`src/sv/snmph_pkg.sv`:
```
`timescale 1ns / 1ps
// ----------------------------------------------------------------------------
// SNMP header parser package
// Shared types, phase codes, tag constants and result status codes.
// ----------------------------------------------------------------------------
package snmph_pkg;

  localparam logic [7:0] TAG_SEQ      = 8'h30;
  localparam logic [7:0] TAG_INT      = 8'h02;
  localparam logic [7:0] TAG_OCTETS   = 8'h04;
  localparam logic [7:0] TAG_OID      = 8'h06;
  localparam logic [7:0] TAG_IPADDR   = 8'h40;
  localparam logic [7:0] TAG_TICKS    = 8'h43;
  localparam logic [7:0] TAG_TRAP_V1  = 8'hA4;
  localparam logic [7:0] TAG_GET_REQ  = 8'hA0;
  localparam logic [7:0] LEN_LONG_BIT = 8'h80;

  localparam int unsigned TRAP_FIELDS = 5;
  localparam int unsigned TRAP_IDX_W  = 3;

  localparam logic [3:0] ST_OK       = 4'd0;
  localparam logic [3:0] ST_SEQ      = 4'd1;
  localparam logic [3:0] ST_VER      = 4'd2;
  localparam logic [3:0] ST_COMM     = 4'd3;
  localparam logic [3:0] ST_REQID    = 4'd4;
  localparam logic [3:0] ST_ERRST    = 4'd5;
  localparam logic [3:0] ST_ERRIDX   = 4'd6;
  localparam logic [3:0] ST_TRAPFLD  = 4'd7;
  localparam logic [3:0] ST_VARBIND  = 4'd8;
  localparam logic [3:0] ST_TRUNC    = 4'd9;

  localparam logic [1:0] VER_V1  = 2'd0;
  localparam logic [1:0] VER_V2C = 2'd1;
  localparam logic [1:0] VER_V3  = 2'd2;

  localparam logic [7:0] VER_BYTE_V1 = 8'd0;
  localparam logic [7:0] VER_BYTE_V3 = 8'd3;

  typedef enum logic [25:0] {
    PH_SEQ_TAG   = 26'd1 << 0,
    PH_SEQ_LEN   = 26'd1 << 1,
    PH_SEQ_SKIP  = 26'd1 << 2,
    PH_VER_TAG   = 26'd1 << 3,
    PH_VER_LEN   = 26'd1 << 4,
    PH_VER_BODY  = 26'd1 << 5,
    PH_COMM_TAG  = 26'd1 << 6,
    PH_COMM_LEN  = 26'd1 << 7,
    PH_COMM_BODY = 26'd1 << 8,
    PH_PDU_TAG   = 26'd1 << 9,
    PH_PDU_LEN   = 26'd1 << 10,
    PH_PDU_SKIP  = 26'd1 << 11,
    PH_REQ_TAG   = 26'd1 << 12,
    PH_REQ_LEN   = 26'd1 << 13,
    PH_REQ_BODY  = 26'd1 << 14,
    PH_ERR_TAG   = 26'd1 << 15,
    PH_ERR_LEN   = 26'd1 << 16,
    PH_ERR_BODY  = 26'd1 << 17,
    PH_IDX_TAG   = 26'd1 << 18,
    PH_IDX_LEN   = 26'd1 << 19,
    PH_IDX_BODY  = 26'd1 << 20,
    PH_TRP_TAG   = 26'd1 << 21,
    PH_TRP_LEN   = 26'd1 << 22,
    PH_TRP_BODY  = 26'd1 << 23,
    PH_VB_TAG    = 26'd1 << 24,
    PH_DONE      = 26'd1 << 25
  } phase_t;

  typedef struct packed {
    logic [3:0]  status;
    logic [1:0]  snmp_version;
    logic [7:0]  community_length;
    logic [7:0]  pdu_tag;
    logic        is_trap;
    logic [31:0] request_id;
    logic [7:0]  error_status;
  } res_t;

  function automatic logic [7:0] trap_tag(input logic [TRAP_IDX_W-1:0] idx);
    logic [7:0] t;
    case (idx)
      3'd0:    t = TAG_OID;
      3'd1:    t = TAG_IPADDR;
      3'd2:    t = TAG_INT;
      3'd3:    t = TAG_INT;
      3'd4:    t = TAG_TICKS;
      default: t = TAG_INT;
    endcase
    return t;
  endfunction

endpackage

```
`src/sv/snmph_if.sv`:
```
`timescale 1ns / 1ps
// ----------------------------------------------------------------------------
// SNMP header parser channels
// Valid/ready channels for message bytes and for summary results.
// ----------------------------------------------------------------------------
interface snmph_in_if;
  logic       valid;
  logic       ready;
  logic [7:0] data_byte;
  logic       end_of_message;

  modport source (output valid, output data_byte, output end_of_message, input ready);
  modport sink   (input valid, input data_byte, input end_of_message, output ready);
endinterface

interface snmph_out_if;
  logic        valid;
  logic        ready;
  logic [3:0]  status;
  logic [1:0]  snmp_version;
  logic [7:0]  community_length;
  logic [7:0]  pdu_tag;
  logic        is_trap;
  logic [31:0] request_id;
  logic [7:0]  error_status;

  modport source (output valid, output status, output snmp_version,
                  output community_length, output pdu_tag, output is_trap,
                  output request_id, output error_status, input ready);
  modport sink   (input valid, input status, input snmp_version,
                  input community_length, input pdu_tag, input is_trap,
                  input request_id, input error_status, output ready);
endinterface

```
`src/sv/snmph_fsm.sv`:
```
`timescale 1ns / 1ps
// ----------------------------------------------------------------------------
// SNMP header parser state machine
// Walks the BER header one byte per cycle while bytes are accepted and raises at most one result per message.
// ----------------------------------------------------------------------------
module snmph_fsm (
  input  logic               clk,
  input  logic               rst_n,
  input  logic               acc,
  input  logic [7:0]         data_byte,
  input  logic               end_of_message,
  output logic               res_valid,
  output snmph_pkg::res_t    res
);

  snmph_pkg::phase_t                phase_r, phase_nxt;
  logic [7:0]                       skip_r, skip_nxt;
  logic                             first_r, first_nxt;
  logic [1:0]                       ver_r, ver_nxt;
  logic [7:0]                       comm_len_r, comm_len_nxt;
  logic [7:0]                       pdu_r, pdu_nxt;
  logic [31:0]                      reqid_r, reqid_nxt;
  logic [7:0]                       errst_r, errst_nxt;
  logic [snmph_pkg::TRAP_IDX_W-1:0] trap_idx_r, trap_idx_nxt;

  logic [7:0]  cnt_dec;
  logic        body_done;
  logic [7:0]  outer_n;
  logic        hit;
  logic [3:0]  hit_status;
  logic        pdu_is_trap;
  snmph_pkg::phase_t after_pdu;
  snmph_pkg::phase_t after_trap;

  assign cnt_dec     = (skip_r != 8'd0) ? skip_r - 8'd1 : 8'd0;
  assign body_done   = (cnt_dec == 8'd0);
  assign outer_n     = data_byte[7] ? {1'b0, data_byte[6:0]} : 8'd0;
  assign pdu_is_trap = (pdu_r == snmph_pkg::TAG_TRAP_V1);
  assign after_pdu   = pdu_is_trap ? snmph_pkg::PH_TRP_TAG : snmph_pkg::PH_REQ_TAG;
  assign after_trap  = (trap_idx_r >= 3'(snmph_pkg::TRAP_FIELDS)) ?
                       snmph_pkg::PH_VB_TAG : snmph_pkg::PH_TRP_TAG;

  always_comb begin
    phase_nxt    = phase_r;
    skip_nxt     = skip_r;
    first_nxt    = first_r;
    ver_nxt      = ver_r;
    comm_len_nxt = comm_len_r;
    pdu_nxt      = pdu_r;
    reqid_nxt    = reqid_r;
    errst_nxt    = errst_r;
    trap_idx_nxt = trap_idx_r;
    hit          = 1'b0;
    hit_status   = snmph_pkg::ST_OK;
    res_valid    = 1'b0;
    res          = '0;

    if (acc && phase_r != snmph_pkg::PH_DONE) begin
      case (phase_r)
        snmph_pkg::PH_SEQ_TAG: begin
          if (data_byte != snmph_pkg::TAG_SEQ) begin
            hit = 1'b1;
            hit_status = snmph_pkg::ST_SEQ;
          end else begin
            phase_nxt = snmph_pkg::PH_SEQ_LEN;
          end
        end
        snmph_pkg::PH_SEQ_LEN: begin
          skip_nxt  = outer_n;
          phase_nxt = (outer_n != 8'd0) ? snmph_pkg::PH_SEQ_SKIP : snmph_pkg::PH_VER_TAG;
        end
        snmph_pkg::PH_SEQ_SKIP: begin
          first_nxt = 1'b0;
          skip_nxt  = cnt_dec;
          if (body_done) phase_nxt = snmph_pkg::PH_VER_TAG;
        end
        snmph_pkg::PH_VER_TAG: begin
          if (data_byte != snmph_pkg::TAG_INT) begin
            hit = 1'b1;
            hit_status = snmph_pkg::ST_VER;
          end else begin
            phase_nxt = snmph_pkg::PH_VER_LEN;
          end
        end
        snmph_pkg::PH_VER_LEN: begin
          if (data_byte == 8'd0) ver_nxt = snmph_pkg::VER_V2C;
          skip_nxt  = data_byte;
          first_nxt = (data_byte != 8'd0);
          phase_nxt = (data_byte != 8'd0) ? snmph_pkg::PH_VER_BODY : snmph_pkg::PH_COMM_TAG;
        end
        snmph_pkg::PH_VER_BODY: begin
          if (first_r) begin
            if (data_byte == snmph_pkg::VER_BYTE_V1)      ver_nxt = snmph_pkg::VER_V1;
            else if (data_byte == snmph_pkg::VER_BYTE_V3) ver_nxt = snmph_pkg::VER_V3;
            else                                          ver_nxt = snmph_pkg::VER_V2C;
          end
          first_nxt = 1'b0;
          skip_nxt  = cnt_dec;
          if (body_done) phase_nxt = snmph_pkg::PH_COMM_TAG;
        end
        snmph_pkg::PH_COMM_TAG: begin
          if (data_byte != snmph_pkg::TAG_OCTETS) begin
            hit = 1'b1;
            hit_status = snmph_pkg::ST_COMM;
          end else begin
            phase_nxt = snmph_pkg::PH_COMM_LEN;
          end
        end
        snmph_pkg::PH_COMM_LEN: begin
          comm_len_nxt = data_byte;
          skip_nxt     = data_byte;
          first_nxt    = (data_byte != 8'd0);
          phase_nxt    = (data_byte != 8'd0) ? snmph_pkg::PH_COMM_BODY : snmph_pkg::PH_PDU_TAG;
        end
        snmph_pkg::PH_COMM_BODY: begin
          first_nxt = 1'b0;
          skip_nxt  = cnt_dec;
          if (body_done) phase_nxt = snmph_pkg::PH_PDU_TAG;
        end
        snmph_pkg::PH_PDU_TAG: begin
          pdu_nxt   = data_byte;
          phase_nxt = snmph_pkg::PH_PDU_LEN;
        end
        snmph_pkg::PH_PDU_LEN: begin
          trap_idx_nxt = '0;
          skip_nxt     = outer_n;
          phase_nxt    = (outer_n != 8'd0) ? snmph_pkg::PH_PDU_SKIP : after_pdu;
        end
        snmph_pkg::PH_PDU_SKIP: begin
          trap_idx_nxt = '0;
          first_nxt    = 1'b0;
          skip_nxt     = cnt_dec;
          if (body_done) phase_nxt = after_pdu;
        end
        snmph_pkg::PH_REQ_TAG: begin
          if (data_byte != snmph_pkg::TAG_INT) begin
            hit = 1'b1;
            hit_status = snmph_pkg::ST_REQID;
          end else begin
            phase_nxt = snmph_pkg::PH_REQ_LEN;
          end
        end
        snmph_pkg::PH_REQ_LEN: begin
          reqid_nxt = '0;
          skip_nxt  = data_byte;
          first_nxt = (data_byte != 8'd0);
          phase_nxt = (data_byte != 8'd0) ? snmph_pkg::PH_REQ_BODY : snmph_pkg::PH_ERR_TAG;
        end
        snmph_pkg::PH_REQ_BODY: begin
          reqid_nxt = {reqid_r[23:0], data_byte};
          first_nxt = 1'b0;
          skip_nxt  = cnt_dec;
          if (body_done) phase_nxt = snmph_pkg::PH_ERR_TAG;
        end
        snmph_pkg::PH_ERR_TAG: begin
          if (data_byte != snmph_pkg::TAG_INT) begin
            hit = 1'b1;
            hit_status = snmph_pkg::ST_ERRST;
          end else begin
            phase_nxt = snmph_pkg::PH_ERR_LEN;
          end
        end
        snmph_pkg::PH_ERR_LEN: begin
          errst_nxt = '0;
          skip_nxt  = data_byte;
          first_nxt = (data_byte != 8'd0);
          phase_nxt = (data_byte != 8'd0) ? snmph_pkg::PH_ERR_BODY : snmph_pkg::PH_IDX_TAG;
        end
        snmph_pkg::PH_ERR_BODY: begin
          if (first_r) errst_nxt = data_byte;
          first_nxt = 1'b0;
          skip_nxt  = cnt_dec;
          if (body_done) phase_nxt = snmph_pkg::PH_IDX_TAG;
        end
        snmph_pkg::PH_IDX_TAG: begin
          if (data_byte != snmph_pkg::TAG_INT) begin
            hit = 1'b1;
            hit_status = snmph_pkg::ST_ERRIDX;
          end else begin
            phase_nxt = snmph_pkg::PH_IDX_LEN;
          end
        end
        snmph_pkg::PH_IDX_LEN: begin
          skip_nxt  = data_byte;
          first_nxt = (data_byte != 8'd0);
          phase_nxt = (data_byte != 8'd0) ? snmph_pkg::PH_IDX_BODY : snmph_pkg::PH_VB_TAG;
        end
        snmph_pkg::PH_IDX_BODY: begin
          first_nxt = 1'b0;
          skip_nxt  = cnt_dec;
          if (body_done) phase_nxt = snmph_pkg::PH_VB_TAG;
        end
        snmph_pkg::PH_TRP_TAG: begin
          if (trap_idx_r >= 3'(snmph_pkg::TRAP_FIELDS) ||
              data_byte != snmph_pkg::trap_tag(trap_idx_r)) begin
            hit = 1'b1;
            hit_status = snmph_pkg::ST_TRAPFLD;
          end else begin
            trap_idx_nxt = trap_idx_r + 3'd1;
            phase_nxt    = snmph_pkg::PH_TRP_LEN;
          end
        end
        snmph_pkg::PH_TRP_LEN: begin
          skip_nxt  = data_byte;
          first_nxt = (data_byte != 8'd0);
          phase_nxt = (data_byte != 8'd0) ? snmph_pkg::PH_TRP_BODY : after_trap;
        end
        snmph_pkg::PH_TRP_BODY: begin
          first_nxt = 1'b0;
          skip_nxt  = cnt_dec;
          if (body_done) phase_nxt = after_trap;
        end
        snmph_pkg::PH_VB_TAG: begin
          hit = 1'b1;
          hit_status = (data_byte != snmph_pkg::TAG_SEQ) ? snmph_pkg::ST_VARBIND
                                                         : snmph_pkg::ST_OK;
        end
        default: begin
        end
      endcase

      if (hit) begin
        phase_nxt  = snmph_pkg::PH_DONE;
        res_valid  = 1'b1;
        res.status = hit_status;
        if (hit_status == snmph_pkg::ST_OK) begin
          res.snmp_version     = ver_r;
          res.community_length = comm_len_r;
          res.pdu_tag          = pdu_r;
          res.is_trap          = pdu_is_trap;
          res.request_id       = pdu_is_trap ? 32'd0 : reqid_r;
          res.error_status     = pdu_is_trap ? 8'd0 : errst_r;
        end
      end else if (end_of_message) begin
        res_valid  = 1'b1;
        res.status = snmph_pkg::ST_TRUNC;
      end
    end

    if (acc && end_of_message) begin
      phase_nxt    = snmph_pkg::PH_SEQ_TAG;
      skip_nxt     = '0;
      first_nxt    = 1'b0;
      ver_nxt      = snmph_pkg::VER_V2C;
      comm_len_nxt = '0;
      pdu_nxt      = snmph_pkg::TAG_GET_REQ;
      reqid_nxt    = '0;
      errst_nxt    = '0;
      trap_idx_nxt = '0;
    end
  end

  always_ff @(posedge clk) begin
    if (!rst_n) begin
      phase_r    <= snmph_pkg::PH_SEQ_TAG;
      skip_r     <= '0;
      first_r    <= 1'b0;
      ver_r      <= snmph_pkg::VER_V2C;
      comm_len_r <= '0;
      pdu_r      <= snmph_pkg::TAG_GET_REQ;
      reqid_r    <= '0;
      errst_r    <= '0;
      trap_idx_r <= '0;
    end else begin
      phase_r    <= phase_nxt;
      skip_r     <= skip_nxt;
      first_r    <= first_nxt;
      ver_r      <= ver_nxt;
      comm_len_r <= comm_len_nxt;
      pdu_r      <= pdu_nxt;
      reqid_r    <= reqid_nxt;
      errst_r    <= errst_nxt;
      trap_idx_r <= trap_idx_nxt;
    end
  end

`ifndef ASSERT_OFF
  a_eom_restart: assert property (@(posedge clk) disable iff (!rst_n)
    acc && end_of_message |=> phase_r == snmph_pkg::PH_SEQ_TAG)
    else $error("parser did not restart after end of message");

  a_done_silent: assert property (@(posedge clk) disable iff (!rst_n)
    phase_r == snmph_pkg::PH_DONE |-> !res_valid)
    else $error("result raised after message was already resolved");

  a_error_zero: assert property (@(posedge clk) disable iff (!rst_n)
    res_valid && res.status != snmph_pkg::ST_OK |->
      res.request_id == 32'd0 && res.pdu_tag == 8'd0 && res.error_status == 8'd0)
    else $error("error result carries nonzero fields");

  a_trap_idx: assert property (@(posedge clk) disable iff (!rst_n)
    trap_idx_r <= 3'(snmph_pkg::TRAP_FIELDS))
    else $error("trap field index out of range");
`endif

endmodule

```
`src/sv/snmph_out.sv`:
```
`timescale 1ns / 1ps
// ----------------------------------------------------------------------------
// SNMP header parser result register
// Holds one result word until the receiver takes it.
// ----------------------------------------------------------------------------
module snmph_out (
  input  logic            clk,
  input  logic            rst_n,
  input  logic            ld,
  input  snmph_pkg::res_t ld_res,
  output logic            space,
  snmph_out_if.source     out_ch
);

  logic            valid_r, valid_nxt;
  snmph_pkg::res_t res_r;

  assign space = !valid_r || out_ch.ready;

  always_comb begin
    valid_nxt = valid_r;
    if (out_ch.ready) valid_nxt = 1'b0;
    if (ld)           valid_nxt = 1'b1;
  end

  always_ff @(posedge clk) begin
    if (!rst_n) begin
      valid_r <= 1'b0;
    end else begin
      valid_r <= valid_nxt;
    end
  end

  always_ff @(posedge clk) begin
    if (ld) begin
      res_r <= ld_res;
    end
  end

  assign out_ch.valid            = valid_r;
  assign out_ch.status           = res_r.status;
  assign out_ch.snmp_version     = res_r.snmp_version;
  assign out_ch.community_length = res_r.community_length;
  assign out_ch.pdu_tag          = res_r.pdu_tag;
  assign out_ch.is_trap          = res_r.is_trap;
  assign out_ch.request_id       = res_r.request_id;
  assign out_ch.error_status     = res_r.error_status;

`ifndef ASSERT_OFF
  a_no_overwrite: assert property (@(posedge clk) disable iff (!rst_n)
    ld |-> space)
    else $error("result loaded while a stalled word is pending");
`endif

endmodule

```
`src/sv/snmp_header_parser.sv`:
```
`timescale 1ns / 1ps
// ----------------------------------------------------------------------------
// SNMP header parser
// Checks the BER header of an SNMP message and reports one summary per message.
//
// Usage:
//   in_ch carries one message byte per word with an end-of-message mark on
//   the final byte. out_ch carries at most one result word per message: a
//   summary when the varbind sequence tag is reached, an error code at the
//   first bad tag, or a truncation code when the message ends early.
//   Throughput is one byte per cycle. A result appears on out_ch in the cycle
//   after the byte that causes it is accepted; the parser state and the
//   result register are the only stages.
//   When out_ch stalls with a word pending, in_ch.ready drops until the
//   word is taken; with no word pending bytes keep flowing.
//   Reset (rst_n low, synchronous) clears the result valid flag and returns
//   the parser to expect a message sequence tag. Every end-of-message byte
//   returns the parser to the same state.
// ----------------------------------------------------------------------------
module snmp_header_parser (
  input  logic         clk,
  input  logic         rst_n,
  snmph_in_if.sink     in_ch,
  snmph_out_if.source  out_ch
);

  logic            acc;
  logic            space;
  logic            res_valid;
  snmph_pkg::res_t res;

  assign in_ch.ready = space;
  assign acc         = in_ch.valid && space;

  snmph_fsm u_fsm (
    .clk            (clk),
    .rst_n          (rst_n),
    .acc            (acc),
    .data_byte      (in_ch.data_byte),
    .end_of_message (in_ch.end_of_message),
    .res_valid      (res_valid),
    .res            (res)
  );

  snmph_out u_out (
    .clk    (clk),
    .rst_n  (rst_n),
    .ld     (res_valid),
    .ld_res (res),
    .space  (space),
    .out_ch (out_ch)
  );

endmodule

```
`src/flat_wrapper.sv`:
```
// flat-port wrapper written by rule: the top's interface ports become plain ports
module snmp_header_parser_flat 
  (clk, rst_n, in_ch_valid, in_ch_data_byte, in_ch_end_of_message, in_ch_ready, out_ch_valid, out_ch_status, out_ch_snmp_version, out_ch_community_length, out_ch_pdu_tag, out_ch_is_trap, out_ch_request_id, out_ch_error_status, out_ch_ready);
  snmph_in_if in_ch_i ();
  snmph_out_if out_ch_i ();
  input  logic clk;
  input  logic rst_n;
  input wire logic [$bits(in_ch_i.valid)-1:0] in_ch_valid;
  input wire logic [$bits(in_ch_i.data_byte)-1:0] in_ch_data_byte;
  input wire logic [$bits(in_ch_i.end_of_message)-1:0] in_ch_end_of_message;
  output wire logic [$bits(in_ch_i.ready)-1:0] in_ch_ready;
  output wire logic [$bits(out_ch_i.valid)-1:0] out_ch_valid;
  output wire logic [$bits(out_ch_i.status)-1:0] out_ch_status;
  output wire logic [$bits(out_ch_i.snmp_version)-1:0] out_ch_snmp_version;
  output wire logic [$bits(out_ch_i.community_length)-1:0] out_ch_community_length;
  output wire logic [$bits(out_ch_i.pdu_tag)-1:0] out_ch_pdu_tag;
  output wire logic [$bits(out_ch_i.is_trap)-1:0] out_ch_is_trap;
  output wire logic [$bits(out_ch_i.request_id)-1:0] out_ch_request_id;
  output wire logic [$bits(out_ch_i.error_status)-1:0] out_ch_error_status;
  input wire logic [$bits(out_ch_i.ready)-1:0] out_ch_ready;
  assign in_ch_i.valid = in_ch_valid;
  assign in_ch_i.data_byte = in_ch_data_byte;
  assign in_ch_i.end_of_message = in_ch_end_of_message;
  assign in_ch_ready = in_ch_i.ready;
  assign out_ch_valid = out_ch_i.valid;
  assign out_ch_status = out_ch_i.status;
  assign out_ch_snmp_version = out_ch_i.snmp_version;
  assign out_ch_community_length = out_ch_i.community_length;
  assign out_ch_pdu_tag = out_ch_i.pdu_tag;
  assign out_ch_is_trap = out_ch_i.is_trap;
  assign out_ch_request_id = out_ch_i.request_id;
  assign out_ch_error_status = out_ch_i.error_status;
  assign out_ch_i.ready = out_ch_ready;
  snmp_header_parser u_core (.clk(clk), .rst_n(rst_n), .in_ch(in_ch_i), .out_ch(out_ch_i));
endmodule
```
`config.mk`:
```
export PLATFORM = sky130hd
export DESIGN_NAME = snmp_header_parser_flat
export DESIGN_NICKNAME = d
export VERILOG_FILES = /design/src/sv/snmph_pkg.sv /design/src/sv/snmph_if.sv /design/src/sv/snmph_fsm.sv /design/src/sv/snmph_out.sv /design/src/sv/snmp_header_parser.sv /design/src/flat_wrapper.sv
export SDC_FILE = /design/constraint.sdc
export NUM_CORES = 1
export LEC_CHECK = 0
export ABC_AREA = 0
export BUFFER_PORTS_ARGS = -buffer_cell sky130_fd_sc_hd__buf_2
export CAP_MARGIN = 15
export CORE_ASPECT_RATIO = 0.8
export CORE_UTILIZATION = 60
export CTS_CLUSTER_SIZE = 14
export DETAILED_ROUTE_END_ITERATION = 7
export GPL_TIMING_DRIVEN = 0
export PLACE_DENSITY_LB_ADDON = 0.08
export REMOVE_ABC_BUFFERS = 1
export SETUP_SLACK_MARGIN = 0.05
export SYNTH_ARGS = -nofsm -noshare
export SYNTH_HDL_FRONTEND = slang
export SYNTH_SLANG_ARGS = --single-unit
```
`constraint.sdc`:
```
create_clock -name clk -period 9.1 [get_ports clk]
set_clock_uncertainty 0.1 [all_clocks]
set_input_delay 0.455 -clock clk [delete_from_list [all_inputs] [get_ports clk]]
set_output_delay 0.455 -clock clk [all_outputs]
set_load 0.01 [all_outputs]
```
==> summary.txt <==
Die Wd: 130 µm
DRT Wirelength: 24,300 µm
Fin crit period: 5.11 ns
Mapped Area: 7890 µm²
Commonest non-fill, non-tap cells in the layout: nand2_1, dfxtp_1, buf_2
Post-layout net count: 943
Yosys warns: 0
Most common cell after layout, fill and taps aside: nand2_1
Cells after Synth: 884
Hold Path Sink: u_core.u_out.out_ch.valid
Run status: finished clean
Grt total ovfl: 0
Setup TNS: 0 ns
Ant diodes: 0
Crit end category: flop
Wire length per cell: 21.9 µm
Total Power: 1.71 mW
Residual DRC count: 0
CP max FO: 28
Worst reg-to-reg path cell count: 8
Worst path required time: 9.35 ns
Placer Congestion: 0.950
Cts hold-fix bufs: 0
Flops & latches, synth: 160
PwrDens: 189 nW/µm²
Die outline height: 105 µm
Class of the tightest hold or removal check: in2reg
Core region area: 12,800 µm²
Register Area: 3830 µm²
Initial Util: 61.6%
Synthesized area per cell: 8.93 µm²
Clock Latency Late Sink: 0.44 ns
Largest net degree at the start of global routing: 84
Number of flops mapped to enable cells by yosys: 63
CTS HTree Levels: 4
Tcrit/Tclk final: 56.1%
Post-route ant nets: 0
Number of global-route vias before repair: 6,819
Die area: 13,600 µm²
Distinct cells, synth: 68
CTS tree: done
Final Non-Filler Cells: 1,113
Final Cell Area: 9020 µm²
Root buffer cell: clkbuf_16
Vias per cell: 6.65
Worst hold start: out_ch_ready
RSZ-0062 raised after global routing: false
Gr usage total: 36.7%
Worst r2r src: u_core.u_fsm.phase_r[11]
Placed cell areas: 8400 µm²
Max-slew violation count: 0
CTS resizes: 0
Endpoints failing setup: 0
LEAKAGE: 3.38 nW
Reg2reg setup slack: 3.99 ns
R2r endpoint: u_core.u_fsm.pdu_r[3]
DPL Wire Length: 16,000 µm
Highest clock rate: 0.196 GHz
Cts bufs inserted: 17
Asr flop ratio synth: 0%
# IOs: 78
Clock Path Buffers: 2
Ys flop type: dfxtp_1
Crit path launch type: flop
Row count: 37
Layout area overhead: 14.3%
First-pass GRT wire length: 36,900 µm
Peak VDD IR: 0.000145 V
Total setup buffers inserted after CTS: 0
Placed Instances: 1,080
Final hold viol count: 0
CP Data Arrival Time: 5.36 ns
Rel. slew slack: 20.3%
Hold path cells: 3
WS Path Type: reg2reg
First-pass iteration count of the detailed router: 6
Fillers: 963
Max Cap Viol: 0
Via count: 7,404
Layout cells sized above 1: 15.7%
Area of the multi-input gates: 3840 µm²
Number of antenna violations at the first check in global routing: 0
IO Port Bufs: 77
Sequential area share after synthesis: 48.6%
Clock transition at path regs: 0.07 ns
Clk sinks: 160
Worst slew pin tran: 1.19 ns
DR iter-0 viols: 1,041
## flip-flops by register name, summed over array words and instances, names as in the netlist, 2 cells and up
signal,flops
u_core.u_fsm.errst_r,8
u_core.u_out.out_ch.status,4
u_core.u_out.out_ch.snmp_version,2
u_core.u_out.out_ch.error_status,8
u_core.u_out.out_ch.pdu_tag,8
u_core.u_fsm.ver_r,2
u_core.u_out.out_ch.community_length,8
u_core.u_fsm.reqid_r,32
u_core.u_fsm.pdu_r,8
u_core.u_out.out_ch.request_id,32
u_core.u_fsm.phase_r,26
u_core.u_fsm.skip_r,8
u_core.u_fsm.trap_idx_r,3
u_core.u_fsm.comm_len_r,8
## cell usage after synthesis (3+ instances only)
library cell	number	area, µm²
nor2_1	65	244
or3_1	8	50.1
o21a_1	3	22.5
xnor2_1	4	35.0
nand2b_1	13	81.3
and4_1	3	26.3
a21oi_1	77	385
buf_2	6	30.0
edfxtp_1	63	1890
nor4b_1	11	96.3
nor2b_1	9	56.3
nand3b_1	5	37.5
and2_1	28	175
nand4_1	16	100
nor3b_1	4	30.0
a211oi_1	9	67.6
a21boi_0	3	22.5
clkbuf_1	55	206
inv_1	7	26.3
and3_1	50	313
ha_1	5	62.6
o21ai_0	33	165
nor4_2	3	37.5
a21o_1	3	22.5
a22oi_1	11	82.6
or4b_2	4	40.0
nand3_1	30	150
nand4b_1	3	26.3
dfxtp_1	97	1940
xor2_1	3	26.3
nor3_1	28	140
or4_1	13	97.6
nand2_1	127	477
mux2i_1	13	130
or2_2	3	18.8
nor4_1	24	150
## worst max-delay path by stage
| stage | from | to | cells after the start |
|---|---|---|---|
| detailed placement | u_core.u_fsm.phase_r[11] | u_core.u_fsm.pdu_r[3] | 8 |
| finish | u_core.u_fsm.phase_r[11] | u_core.u_fsm.pdu_r[3] | 8 |
| CTS | u_core.u_fsm.phase_r[11] | u_core.u_fsm.pdu_r[3] | 8 |
| floorplan | u_core.u_fsm.phase_r[20] | u_core.u_out.out_ch.error_status[0] | 5 |
| global placement | u_core.u_fsm.phase_r[4] | u_core.u_out.out_ch.error_status[0] | 5 |
| global route | u_core.u_fsm.phase_r[1] | u_core.u_fsm.pdu_r[3] | 8 |
## routing by layer
layer  vias up  part of all wire [%]  global-route usage (%)
li1       3327                     -                       -
met1      3525                    40                    49.5
met2       463                    46                    56.0
met3        89                    11                    8.45
met4         0                   3.3                    16.3
met5         -                     0                       0
## critical path: stages, from the launching register on
cell and delay, ns:
dfxtp_1 0.45, nor3_1 0.68, nand4_1 0.49, nor3b_1 1.00
o31a_1 0.56, or3b_4 0.27, o32a_1 0.96, o21ai_0 0.27
a21oi_1 0.23
## cell type report
type / count / area share (%)
Sequential cell: 160 / 42.5
Clock buffer: 17 / 4.71
Timing Repair Buffer: 85 / 5.66
Tap cell: 175 / 2.43
Multi-Input combinational cell: 654 / 42.6
Inverter: 7 / 0.291
Clock inverter: 15 / 1.87
## kinds of logic (layout without fill, tap and decap cells)
family,after synthesis,in the layout,share of synthesized area (%)
AND/OR/NAND/NOR,461,461,31.8
buffers and inverters,70,124,3.61
multiplexers,13,13,1.65
flip-flops,160,160,48.6
adder cells (fa/ha/maj),5,5,0.793
XOR/XNOR,7,7,0.777
AO/OA/AOI/OAI,168,168,12.8
## per-stage QoR
step | util (%) | worst slack [ns] | hold slack [ns]
after global placement | 64.3 | 1.56 | 0.334
after floorplan | - | 4.20 | 0.327
after global routing | 70.4 | 3.81 | 0.280
after detailed placement | 65.5 | 4.29 | 0.340
final | 70.4 | 3.99 | 0.246
after CTS | 70.1 | 4.27 | 0.248
## power breakdown
part	switching (mW)	leakage, nW	internal, mW
Combinational	0.141	1.68	0.0580
Sequential	0.0118	1.41	0.777
Clock	0.331	0.287	0.391
Total	0.483	3.38	1.23
No activity file was read; power rests on OpenSTA's default activity.
